==> config.mk <==
export PLATFORM = sky130hd
export DESIGN_NAME = touch_average_calibrate_map_top
export DESIGN_NICKNAME = d
export VERILOG_FILES = /design/src/hdl/tcm_pkg.sv /design/src/hdl/tcm_divider.sv /design/src/hdl/tcm_lane.sv /design/src/hdl/tcm_merge.sv /design/src/hdl/touch_average_calibrate_map_top.sv
export SDC_FILE = /design/constraint.sdc
export NUM_CORES = 2
export LEC_CHECK = 0
export BUFFER_PORTS_ARGS = -buffer_cell sky130_fd_sc_hd__buf_2
export CAP_MARGIN = 40
export CORE_MARGIN = 2
export CORE_UTILIZATION = 51
export CTS_CLUSTER_DIAMETER = 80
export DETAILED_ROUTE_END_ITERATION = 6
export GPL_ROUTABILITY_DRIVEN = 0
export PLACE_DENSITY = 0.7
export SETUP_SLACK_MARGIN = 0.05
export SYNTH_ARGS = -nofsm -noshare
export SYNTH_HDL_FRONTEND = slang
export SYNTH_HIERARCHICAL = 1
export SYNTH_SLANG_ARGS = --single-unit
==> constraint.sdc <==
create_clock -name i_clk -period 10.3 [get_ports i_clk]
set_input_delay 2.06 -clock i_clk [delete_from_list [all_inputs] [get_ports i_clk]]
set_output_delay 2.06 -clock i_clk [all_outputs]
set_load 0.1 [all_outputs]
==> src/hdl/tcm_pkg.sv <==
`default_nettype none

package tcm_pkg;

    // Screen geometry in pixels
    localparam int SCREEN_WIDTH  = 320;
    localparam int SCREEN_HEIGHT = 240;

    // Raw conversions per axis; a power of two so the average is a shift
    localparam int SAMPLES      = 4;
    localparam int SAMPLE_SHIFT = $clog2(SAMPLES);

    localparam int RAW_W = 12;
    localparam int SUM_W = RAW_W + SAMPLE_SHIFT;
    localparam int SX_W  = $clog2(SCREEN_WIDTH);
    localparam int SY_W  = $clog2(SCREEN_HEIGHT);

    // Quotient holds 0..scale, scale is the larger screen dimension at most
    localparam int SCALE_MAX = (SCREEN_WIDTH > SCREEN_HEIGHT) ? SCREEN_WIDTH : SCREEN_HEIGHT;
    localparam int Q_W       = $clog2(SCALE_MAX + 1);
    // Dividend is offset times scale
    localparam int N_W       = RAW_W + Q_W;

    // Lane pipeline: window stage, scale stage, one stage per quotient bit
    localparam int LANE_LAT = Q_W + 2;

    // Configuration register file
    localparam int CFG_W   = RAW_W;
    localparam int CFG_IDX = 3;

    typedef enum logic [CFG_IDX-1:0] {
        REG_RAW_X_LOW   = 3'd0,
        REG_RAW_X_HIGH  = 3'd1,
        REG_RAW_Y_LOW   = 3'd2,
        REG_RAW_Y_HIGH  = 3'd3,
        REG_ORIENTATION = 3'd4
    } t_reg_idx;

    typedef enum logic [1:0] {
        ORIENT_PORTRAIT      = 2'd0,
        ORIENT_LANDSCAPE     = 2'd1,
        ORIENT_PORTRAIT_FLIP = 2'd2,
        ORIENT_LANDSCAPE_ALT = 2'd3
    } t_orient;

    localparam logic [RAW_W-1:0] RST_RAW_X_LOW  = RAW_W'(200);
    localparam logic [RAW_W-1:0] RST_RAW_X_HIGH = RAW_W'(3700);
    localparam logic [RAW_W-1:0] RST_RAW_Y_LOW  = RAW_W'(240);
    localparam logic [RAW_W-1:0] RST_RAW_Y_HIGH = RAW_W'(3800);

    typedef logic [RAW_W-1:0] t_raw;

    // Per-item control that travels beside the lanes
    typedef struct packed {
        logic valid;
        logic pen;
    } t_ctl;

endpackage

`default_nettype wire

==> src/hdl/tcm_divider.sv <==
`default_nettype none

// Pipelined restoring divider, one quotient bit per stage, MSB first.
// Requires num < den << Q_W, which holds since num <= den * scale.
module tcm_divider
    import tcm_pkg::*;
(
    input  wire logic             i_clk,
    input  wire logic [N_W-1:0]   i_num,
    input  wire logic [RAW_W-1:0] i_den,
    output logic      [Q_W-1:0]   o_quot
);

    logic [N_W-1:0]   r_rem  [Q_W-1];
    logic [RAW_W-1:0] r_den  [Q_W-1];
    logic [Q_W-1:0]   r_quot [Q_W];

    for (genvar j = 0; j < Q_W; j++) begin : g_step
        localparam int B = Q_W - 1 - j;

        logic [N_W-1:0]   w_rem_in;
        logic [N_W-1:0]   w_sub;
        logic [RAW_W-1:0] w_den_in;
        logic [Q_W-1:0]   w_q_in;
        logic             w_ge;

        if (j == 0) begin : g_first
            assign w_rem_in = i_num;
            assign w_den_in = i_den;
            assign w_q_in   = '0;
        end else begin : g_next
            assign w_rem_in = r_rem[j-1];
            assign w_den_in = r_den[j-1];
            assign w_q_in   = r_quot[j-1];
        end

        // Trial subtract of the shifted divisor
        assign w_sub = N_W'(w_den_in) << B;
        assign w_ge  = (w_rem_in >= w_sub);

        always_ff @(posedge i_clk) begin
            r_quot[j] <= w_q_in | (w_ge ? (Q_W'(1) << B) : '0);
        end

        // Remainder and divisor only feed later stages
        if (j < Q_W - 1) begin : g_carry
            always_ff @(posedge i_clk) begin
                r_rem[j] <= w_ge ? (w_rem_in - w_sub) : w_rem_in;
                r_den[j] <= w_den_in;
            end
        end
    end

    assign o_quot = r_quot[Q_W-1];

endmodule

`default_nettype wire

==> src/hdl/tcm_lane.sv <==
`default_nettype none

// One axis: average, window clamp, scale and divide.
// Output is floor(offset * scale / span), 0..scale.
module tcm_lane
    import tcm_pkg::*;
(
    input  wire logic           i_clk,
    input  wire t_raw           i_samples [SAMPLES],
    input  wire t_raw           i_low,
    input  wire t_raw           i_high,
    input  wire logic [Q_W-1:0] i_scale,
    output logic      [Q_W-1:0] o_quot
);

    logic [SUM_W-1:0] w_sum;
    t_raw             w_avg;
    t_raw             w_clamped;
    logic             w_below;

    logic             r_ok;
    logic             r_full;
    t_raw             r_diff;
    t_raw             r_span;

    logic [N_W-1:0]   r_num;
    t_raw             r_den;

    // Sum of the conversions, averaged by shift
    always_comb begin
        w_sum = '0;
        for (int i = 0; i < SAMPLES; i++) begin
            w_sum = w_sum + SUM_W'(i_samples[i]);
        end
    end

    assign w_avg   = w_sum[SUM_W-1:SAMPLE_SHIFT];
    assign w_below = (w_avg < i_low);

    // Clamp: below low wins over above high for an inverted window
    assign w_clamped = w_below ? i_low : ((w_avg > i_high) ? i_high : w_avg);

    // Window stage
    always_ff @(posedge i_clk) begin
        r_ok   <= (i_low < i_high);
        // Inverted window with the average at or above low maps to full scale
        r_full <= (i_low > i_high) && !w_below;
        r_diff <= w_clamped - i_low;
        r_span <= i_high - i_low;
    end

    // Scale stage; degenerate windows become num 0 or scale over 1
    always_ff @(posedge i_clk) begin
        if (r_ok) begin
            r_num <= N_W'(r_diff) * N_W'(i_scale);
            r_den <= r_span;
        end else begin
            r_num <= r_full ? N_W'(i_scale) : '0;
            r_den <= RAW_W'(1);
        end
    end

    tcm_divider u_div (
        .i_clk  (i_clk),
        .i_num  (r_num),
        .i_den  (r_den),
        .o_quot (o_quot)
    );

endmodule

`default_nettype wire

==> src/hdl/tcm_merge.sv <==
`default_nettype none

// Combines the two lane quotients by orientation and clamps to the screen.
module tcm_merge
    import tcm_pkg::*;
(
    input  wire logic            i_clk,
    input  wire logic            i_rst_n,
    input  wire t_ctl            i_ctl,
    input  wire t_orient         i_orient,
    input  wire logic [Q_W-1:0]  i_quot_x,
    input  wire logic [Q_W-1:0]  i_quot_y,
    output logic                 o_done,
    output logic                 o_touched,
    output logic      [SX_W-1:0] o_screen_x,
    output logic      [SY_W-1:0] o_screen_y
);

    logic [Q_W-1:0]  w_map_x;
    logic [Q_W-1:0]  w_map_y;
    logic [Q_W-1:0]  w_pre_x;
    logic [Q_W-1:0]  w_pre_y;
    logic [SX_W-1:0] w_scr_x;
    logic [SY_W-1:0] w_scr_y;

    logic            r_done;
    logic            r_touched;
    logic [SX_W-1:0] r_screen_x;
    logic [SY_W-1:0] r_screen_y;

    // Portrait maps upward from zero, all other modes downward from scale
    assign w_map_x = (i_orient == ORIENT_PORTRAIT) ? i_quot_x
                                                   : Q_W'(SCREEN_HEIGHT) - i_quot_x;
    assign w_map_y = (i_orient == ORIENT_PORTRAIT) ? i_quot_y
                                                   : Q_W'(SCREEN_WIDTH) - i_quot_y;

    // Landscape swaps the axes
    always_comb begin
        unique case (i_orient)
            ORIENT_LANDSCAPE, ORIENT_LANDSCAPE_ALT: begin
                w_pre_x = w_map_y;
                w_pre_y = w_map_x;
            end
            default: begin
                w_pre_x = w_map_x;
                w_pre_y = w_map_y;
            end
        endcase
    end

    // Clamp to the last pixel
    assign w_scr_x = (w_pre_x > Q_W'(SCREEN_WIDTH - 1)) ? SX_W'(SCREEN_WIDTH - 1)
                                                        : SX_W'(w_pre_x);
    assign w_scr_y = (w_pre_y > Q_W'(SCREEN_HEIGHT - 1)) ? SY_W'(SCREEN_HEIGHT - 1)
                                                         : SY_W'(w_pre_y);

    always_ff @(posedge i_clk) begin
        if (!i_rst_n) begin
            r_done <= 1'b0;
        end else begin
            r_done <= i_ctl.valid;
        end
    end

    // Result payload; pen up reports zero coordinates
    always_ff @(posedge i_clk) begin
        r_touched  <= i_ctl.pen;
        r_screen_x <= i_ctl.pen ? w_scr_x : '0;
        r_screen_y <= i_ctl.pen ? w_scr_y : '0;
    end

    assign o_done     = r_done;
    assign o_touched  = r_touched;
    assign o_screen_x = r_screen_x;
    assign o_screen_y = r_screen_y;

endmodule

`default_nettype wire

==> src/hdl/touch_average_calibrate_map_top.sv <==
`default_nettype none

// Channel   Direction  Handshake            Payload
// command   in         start, busy          i_pen_down, i_x_sample_0..3, i_y_sample_0..3
// result    out        o_done (one cycle)   o_touched, o_screen_x, o_screen_y
// config    in         i_cfg_we             i_cfg_index, i_cfg_data
//
// One transfer is accepted every cycle; busy is high only during reset.
// Each result is registered through the window stage, the scale stage,
// 9 divider stages (one quotient bit each) and the output stage.
// Synchronous active-low reset clears control state and loads the register
// defaults. The receiver cannot stall; results are never held.
module touch_average_calibrate_map_top
    import tcm_pkg::*;
(
    input  wire logic               i_clk,
    input  wire logic               i_rst_n,
    input  wire logic               start,
    output logic                    busy,
    input  wire logic               i_pen_down,
    input  wire logic [RAW_W-1:0]   i_x_sample_0,
    input  wire logic [RAW_W-1:0]   i_x_sample_1,
    input  wire logic [RAW_W-1:0]   i_x_sample_2,
    input  wire logic [RAW_W-1:0]   i_x_sample_3,
    input  wire logic [RAW_W-1:0]   i_y_sample_0,
    input  wire logic [RAW_W-1:0]   i_y_sample_1,
    input  wire logic [RAW_W-1:0]   i_y_sample_2,
    input  wire logic [RAW_W-1:0]   i_y_sample_3,
    input  wire logic               i_cfg_we,
    input  wire logic [CFG_IDX-1:0] i_cfg_index,
    input  wire logic [CFG_W-1:0]   i_cfg_data,
    output logic                    o_done,
    output logic                    o_touched,
    output logic      [SX_W-1:0]    o_screen_x,
    output logic      [SY_W-1:0]    o_screen_y
);

    t_raw     r_x_low;
    t_raw     r_x_high;
    t_raw     r_y_low;
    t_raw     r_y_high;
    t_orient  r_orient;

    t_ctl     r_ctl [LANE_LAT];
    logic     w_accept;

    t_raw     w_x_samples [SAMPLES];
    t_raw     w_y_samples [SAMPLES];
    logic [Q_W-1:0] w_quot_x;
    logic [Q_W-1:0] w_quot_y;

    assign busy     = !i_rst_n;
    assign w_accept = start && !busy;

    // Configuration registers
    always_ff @(posedge i_clk) begin
        if (!i_rst_n) begin
            r_x_low  <= RST_RAW_X_LOW;
            r_x_high <= RST_RAW_X_HIGH;
            r_y_low  <= RST_RAW_Y_LOW;
            r_y_high <= RST_RAW_Y_HIGH;
            r_orient <= ORIENT_LANDSCAPE;
        end else if (i_cfg_we) begin
            unique case (t_reg_idx'(i_cfg_index))
                REG_RAW_X_LOW:   r_x_low  <= i_cfg_data[RAW_W-1:0];
                REG_RAW_X_HIGH:  r_x_high <= i_cfg_data[RAW_W-1:0];
                REG_RAW_Y_LOW:   r_y_low  <= i_cfg_data[RAW_W-1:0];
                REG_RAW_Y_HIGH:  r_y_high <= i_cfg_data[RAW_W-1:0];
                REG_ORIENTATION: r_orient <= t_orient'(i_cfg_data[1:0]);
                default: ;
            endcase
        end
    end

    // Control delay line matching the lane latency
    always_ff @(posedge i_clk) begin
        if (!i_rst_n) begin
            for (int i = 0; i < LANE_LAT; i++) begin
                r_ctl[i] <= '0;
            end
        end else begin
            r_ctl[0] <= '{valid: w_accept, pen: i_pen_down};
            for (int i = 1; i < LANE_LAT; i++) begin
                r_ctl[i] <= r_ctl[i-1];
            end
        end
    end

    assign w_x_samples[0] = i_x_sample_0;
    assign w_x_samples[1] = i_x_sample_1;
    assign w_x_samples[2] = i_x_sample_2;
    assign w_x_samples[3] = i_x_sample_3;
    assign w_y_samples[0] = i_y_sample_0;
    assign w_y_samples[1] = i_y_sample_1;
    assign w_y_samples[2] = i_y_sample_2;
    assign w_y_samples[3] = i_y_sample_3;

    // Raw X always scales to the screen height, raw Y to the width
    tcm_lane u_lane_x (
        .i_clk     (i_clk),
        .i_samples (w_x_samples),
        .i_low     (r_x_low),
        .i_high    (r_x_high),
        .i_scale   (Q_W'(SCREEN_HEIGHT)),
        .o_quot    (w_quot_x)
    );

    tcm_lane u_lane_y (
        .i_clk     (i_clk),
        .i_samples (w_y_samples),
        .i_low     (r_y_low),
        .i_high    (r_y_high),
        .i_scale   (Q_W'(SCREEN_WIDTH)),
        .o_quot    (w_quot_y)
    );

    tcm_merge u_merge (
        .i_clk      (i_clk),
        .i_rst_n    (i_rst_n),
        .i_ctl      (r_ctl[LANE_LAT-1]),
        .i_orient   (r_orient),
        .i_quot_x   (w_quot_x),
        .i_quot_y   (w_quot_y),
        .o_done     (o_done),
        .o_touched  (o_touched),
        .o_screen_x (o_screen_x),
        .o_screen_y (o_screen_y)
    );

`ifndef NO_ASSERTIONS
    a_enter: assert property (@(posedge i_clk) disable iff (!i_rst_n)
        w_accept |=> r_ctl[0].valid)
        else $error("accepted command missing from control line");

    a_leave: assert property (@(posedge i_clk) disable iff (!i_rst_n)
        r_ctl[LANE_LAT-1].valid |=> o_done)
        else $error("lane result not reported");

    a_pen_up: assert property (@(posedge i_clk) disable iff (!i_rst_n)
        (o_done && !o_touched) |-> (o_screen_x == '0 && o_screen_y == '0))
        else $error("pen-up result has nonzero coordinates");

    a_on_screen: assert property (@(posedge i_clk) disable iff (!i_rst_n)
        o_done |-> (o_screen_x < SX_W'(SCREEN_WIDTH) && o_screen_y < SY_W'(SCREEN_HEIGHT)))
        else $error("coordinate outside the screen");
`endif

endmodule

`default_nettype wire
==> summary.md <==
The flow ran to the end, and the final reports show no timing, DRC or antenna violations. For the final routed database, the setup TNS stands at 0 ns. The number of antenna violations at the first check in global routing was 0; the multiplexer area fraction after synthesis was 2.89%. For the core region area, the log shows 88600 sq um.

In this run the register-to-register setup slack is 5.59 ns. The number of different library cells in the post-synthesis netlist was 108; the average instance area after synthesis was 9.26 sq um. The pin count of the biggest net entering global routing is 96, and the final standard cell utilization of the core is 57.0%. Buffers inserted to repair hold after CTS numbered 0. The worst setup margin came out at 2.11 ns. TritonCTS built the clock tree. Once layout is done, the placed cells without fillers occupy 50500 sq um. The share of synthesized cell area in full adder, half adder and majority cells is 20.5%, and the total routing usage reported by global routing is 19.4%.

The run gives 0 as the final-report hold violation count. Clock tree synthesis inserted a total of 83 buffers. The first detailed-routing pass ran for 6 iterations.

The tools report the post-CTS setup buffer count as 0. Number of synthesized register bits: 827. The cell depth of the worst min-delay path works out to 0.

The longest clock path from root to sink contains 3 buffers. Relative to the synthesized area, the layout overhead comes to 10.4%. Of the cells placed in the final design, the portion with a size suffix greater than 1 is 7.57%. Dividing the detail-routed via count by the number of cells gives 5.20. Once detailed placement completed, the half-perimeter wirelength came to 69500 um.

The first global-routing pass estimated 150000 um of wire. The parity-gate share of the synthesized area counting xor and xnor cells came out at 5.28%. Setup violations remaining at the end of the flow were counted as 0. The end of the worst register-to-register path was u_lane_x/r_num[17]. The final global-route overflow total is 0, and the number of enable-type register cells in the synthesized netlist is 0.

The maximum clock frequency came out at 0.122 GHz. The startpoint identified for the worst hold timing path is u_lane_x/u_div/r_quot[5][8]. In this run the biggest area consumer among cell types represents 36.2% of the synthesized area. The y dimension of the die is 304 um, and the gate count of the mapped netlist is 4944. The tools report the kind of capture point of the worst setup path as a flip-flop. The tools report the cell area reported after detailed placement as 47700 sq um. By area the synthesized netlist is led by sky130_fd_sc_hd__dfxtp_1 (36%), sky130_fd_sc_hd__ha_1 (11%), sky130_fd_sc_hd__fa_1 (9.2%). Among all flip-flop cells after synthesis, the most frequent one is sky130_fd_sc_hd__dfxtp_1. Counting cells, the worst reg-to-reg path comes to 15.

Counting I/O delays and the setup requirement, the final critical path takes 8.19 ns. The path class of the tightest hold or removal check is reg2reg. Once the floorplan was initialized, standard cells occupied 51.6% of the core. The tools report the overall routed net length as 88200 um. 0 antenna diodes ended up in the layout.

The basic-gate share of the synthesized area counting and, or, nand and nor cells is 14.5%. Across the run, the number of max-cap violations was 0. Once detail routing completed, the nets flagged for antenna violations numbered 0. Counting the fill cells in the layout gives 7815. The routed wirelength normalized by instance count was 13.9 um; the number of global-route vias before repair was 32300. The run gives 40.5% as the worst slew slack as a fraction of its limit. The run gives 92200 sq um as the die area. The worst path uses 79.5% of the clock period.

The post-synthesis compound-gate area fraction works out to 14.0%. Clock skew on the completed layout was measured at 0.0198 ns. In this run the number of H-tree levels came out at 3.

The number of gates resized after CTS was 0. The count of boundary I/O pins was 136. The synthesized design spends more area on one cell type than any other, namely sky130_fd_sc_hd__dfxtp_1. The remaining design rule violation count was 0; the portion of the post-synthesis area used by sequential elements was 36.2%.

The synthesized netlist occupies a cell area of 45800 sq um. The standard-cell row count came out at 109. The root buffer cell chosen for the clock tree is sky130_fd_sc_hd__clkbuf_16. The number of buffer cells added on primary ports works out to 135.

For the worst setup path, the data arrival time is 8.71 ns. Width of the chip: 304 um. The worst flop-to-flop path startpoint was u_lane_x/r_diff[7]. The path with the worst hold slack has its endpoint at u_lane_x/u_div/r_quot[6][8]. The clock-pin slew on the worst setup and hold paths is 0.06 ns.

The clock drives 827 sinks. At the later pin of the worst-skew pair, clock insertion delay measures 0.63 ns. The total number of yosys warnings is 6, and the total count of max-transition violations in the final report is 0. The post-place setup slack is 1.52 ns.

At the worst endpoint, the required time is 10.82 ns. Setup repair after global routing left no endpoint under its margin. The tools report the via count as 33000. The worst setup path category is in2reg. The maximum fanout along the worst path came out at 21.

The nature of the critical path startpoint was an input pin. The number of nets in the finished design is 5857. At the pin with the least slew margin, the transition time is 0.881 ns. The share of async-settable or async-resettable flops after synthesis is 0%. The combinational family with the most area after synthesis is adder cells.

The DRC marker count from the first detailed-route iteration came out at 2049.
==> registers in the layout, summed over array words and instances, names as in the netlist, 21 cells and up <==
signal                 cells
u_lane_y/r_num            21
u_lane_x/u_div/r_quot     45
u_lane_x/r_num            21
u_lane_x/u_div/r_den      96
u_lane_y/u_div/r_rem     168
u_lane_y/u_div/r_den      96
u_lane_x/u_div/r_rem     168
r_ctl                     22
u_lane_y/u_div/r_quot     45
==> routing by layer <==
layer	global-route usage, %	share of wire, %	up-vias
met5	0	0	-
met4	6.05	2.7	0
met3	2.61	3.8	176
met2	33.9	48	681
li1	-	-	16900
met1	24.8	46	15300
==> cell usage after synthesis (8+ instances only) <==
cell type	count
sky130_fd_sc_hd__nor2_1	230
sky130_fd_sc_hd__nor2b_1	81
sky130_fd_sc_hd__ha_1	414
sky130_fd_sc_hd__nand2b_1	54
sky130_fd_sc_hd__nand2_1	442
sky130_fd_sc_hd__fa_1	210
sky130_fd_sc_hd__o41ai_1	11
sky130_fd_sc_hd__nand4b_1	12
sky130_fd_sc_hd__nand3b_1	11
sky130_fd_sc_hd__nor4_1	43
sky130_fd_sc_hd__o31ai_1	31
sky130_fd_sc_hd__a221oi_1	8
sky130_fd_sc_hd__o21bai_1	30
sky130_fd_sc_hd__inv_1	657
sky130_fd_sc_hd__mux2_2	42
sky130_fd_sc_hd__or3_1	32
sky130_fd_sc_hd__a211o_1	15
sky130_fd_sc_hd__o21ai_1	22
sky130_fd_sc_hd__nor3_1	83
sky130_fd_sc_hd__a21boi_0	11
sky130_fd_sc_hd__clkbuf_1	100
sky130_fd_sc_hd__a21oi_1	248
sky130_fd_sc_hd__xor2_1	103
sky130_fd_sc_hd__o21ai_0	215
sky130_fd_sc_hd__a211oi_1	30
sky130_fd_sc_hd__nand3_1	58
sky130_fd_sc_hd__or2_2	12
sky130_fd_sc_hd__and2_1	149
sky130_fd_sc_hd__buf_2	21
sky130_fd_sc_hd__xnor2_1	173
sky130_fd_sc_hd__nand4_1	43
sky130_fd_sc_hd__o31a_1	17
sky130_fd_sc_hd__and3_1	19
sky130_fd_sc_hd__a31oi_1	34
sky130_fd_sc_hd__a21o_1	105
sky130_fd_sc_hd__o21a_1	65
sky130_fd_sc_hd__a31o_2	10
sky130_fd_sc_hd__mux2i_1	85
sky130_fd_sc_hd__o211ai_1	20
sky130_fd_sc_hd__dfxtp_1	827
==> cell families after synthesis <==
logic type      Yosys count
compound gates          977
fa+ha+maj               624
xor+xnor                276
other cells               2
mux                     127
flops                   827
buf+inv                 789
simple gates           1322
==> cell usage in the layout, fill, tap and decap left out, drive strengths merged, types with 42 or more instances in the layout <==
cell,netlist,final
dfxtp,827,827
inv,659,664
nand2,442,442
ha,414,414
a21oi,251,251
o21ai,238,238
nor2,231,231
fa,210,210
xnor2,173,173
and2,150,150
buf,29,150
a21o,105,105
clkbuf,101,105
xor2,103,103
mux2i,85,85
nor3,85,85
nor2b,81,81
conb,2,70
o21a,65,65
nand3,58,58
nand2b,54,54
nor4,44,44
nand4,43,43
mux2,42,42
==> area by class of cell <==
cell class	instances	area, sq um	area share (%)
multi-input cells	3396	26400	52.3
flip-flops and latches	827	16600	32.8
inverters	659	2470	4.89
clock buffers	105	2270	4.49
well taps	1165	1460	2.88
repair buffers	150	790	1.56
clock inverters	42	567	1.12
==> per-stage QoR <==
stage | std cells | hold WS (ns)
global route | 6344 | 0.310
floorplan | 5012 | 0.310
detailed placement | 6197 | 0.312
finish | 6344 | 0.311
CTS | 6344 | 0.307
global placement | 6194 | 0.310
==> worst max-delay path by stage <==
stage / slack, ns / cells past startpoint / start / to
floorplan: 2.41 / 30 / i_y_sample_3[1] / u_lane_y/r_diff[10]
global placement: 1.62 / 31 / i_y_sample_3[1] / u_lane_y/r_diff[10]
detailed placement: 1.52 / 31 / i_y_sample_3[1] / u_lane_y/r_diff[10]
CTS: 2.18 / 31 / i_y_sample_3[1] / u_lane_y/r_diff[10]
global route: 1.60 / 31 / i_y_sample_3[1] / u_lane_y/r_diff[10]
finish: 2.11 / 25 / i_x_sample_3[1] / u_lane_x/r_diff[10]
==> worst max-delay path, cell delays in order <==
cell                       delay [ns]
sky130_fd_sc_hd__buf_2           0.08
sky130_fd_sc_hd__inv_1           0.05
sky130_fd_sc_hd__fa_1            0.53
sky130_fd_sc_hd__inv_1           0.05
sky130_fd_sc_hd__fa_1            0.53
sky130_fd_sc_hd__nand3b_1        0.10
sky130_fd_sc_hd__fa_1            0.42
sky130_fd_sc_hd__nand2b_1        0.18
sky130_fd_sc_hd__a21oi_1         0.29
sky130_fd_sc_hd__nor3_1          0.10
sky130_fd_sc_hd__o41ai_1         0.38
sky130_fd_sc_hd__a21oi_1         0.15
sky130_fd_sc_hd__xnor2_1         0.29
sky130_fd_sc_hd__ha_1            0.31
sky130_fd_sc_hd__and4_1          0.17
sky130_fd_sc_hd__a221oi_1        0.35
sky130_fd_sc_hd__and2_1          0.69
sky130_fd_sc_hd__o21ai_0         0.31
sky130_fd_sc_hd__fa_1            0.48
sky130_fd_sc_hd__a21o_1          0.19
sky130_fd_sc_hd__a21oi_1         0.22
sky130_fd_sc_hd__o21bai_1        0.09
sky130_fd_sc_hd__a21oi_1         0.26
sky130_fd_sc_hd__o21bai_1        0.17
sky130_fd_sc_hd__o311ai_1        0.27
Power is left out: the tool's default activity adds up to more than one toggle a clock period on the data nets, which glitch-free logic cannot reach.
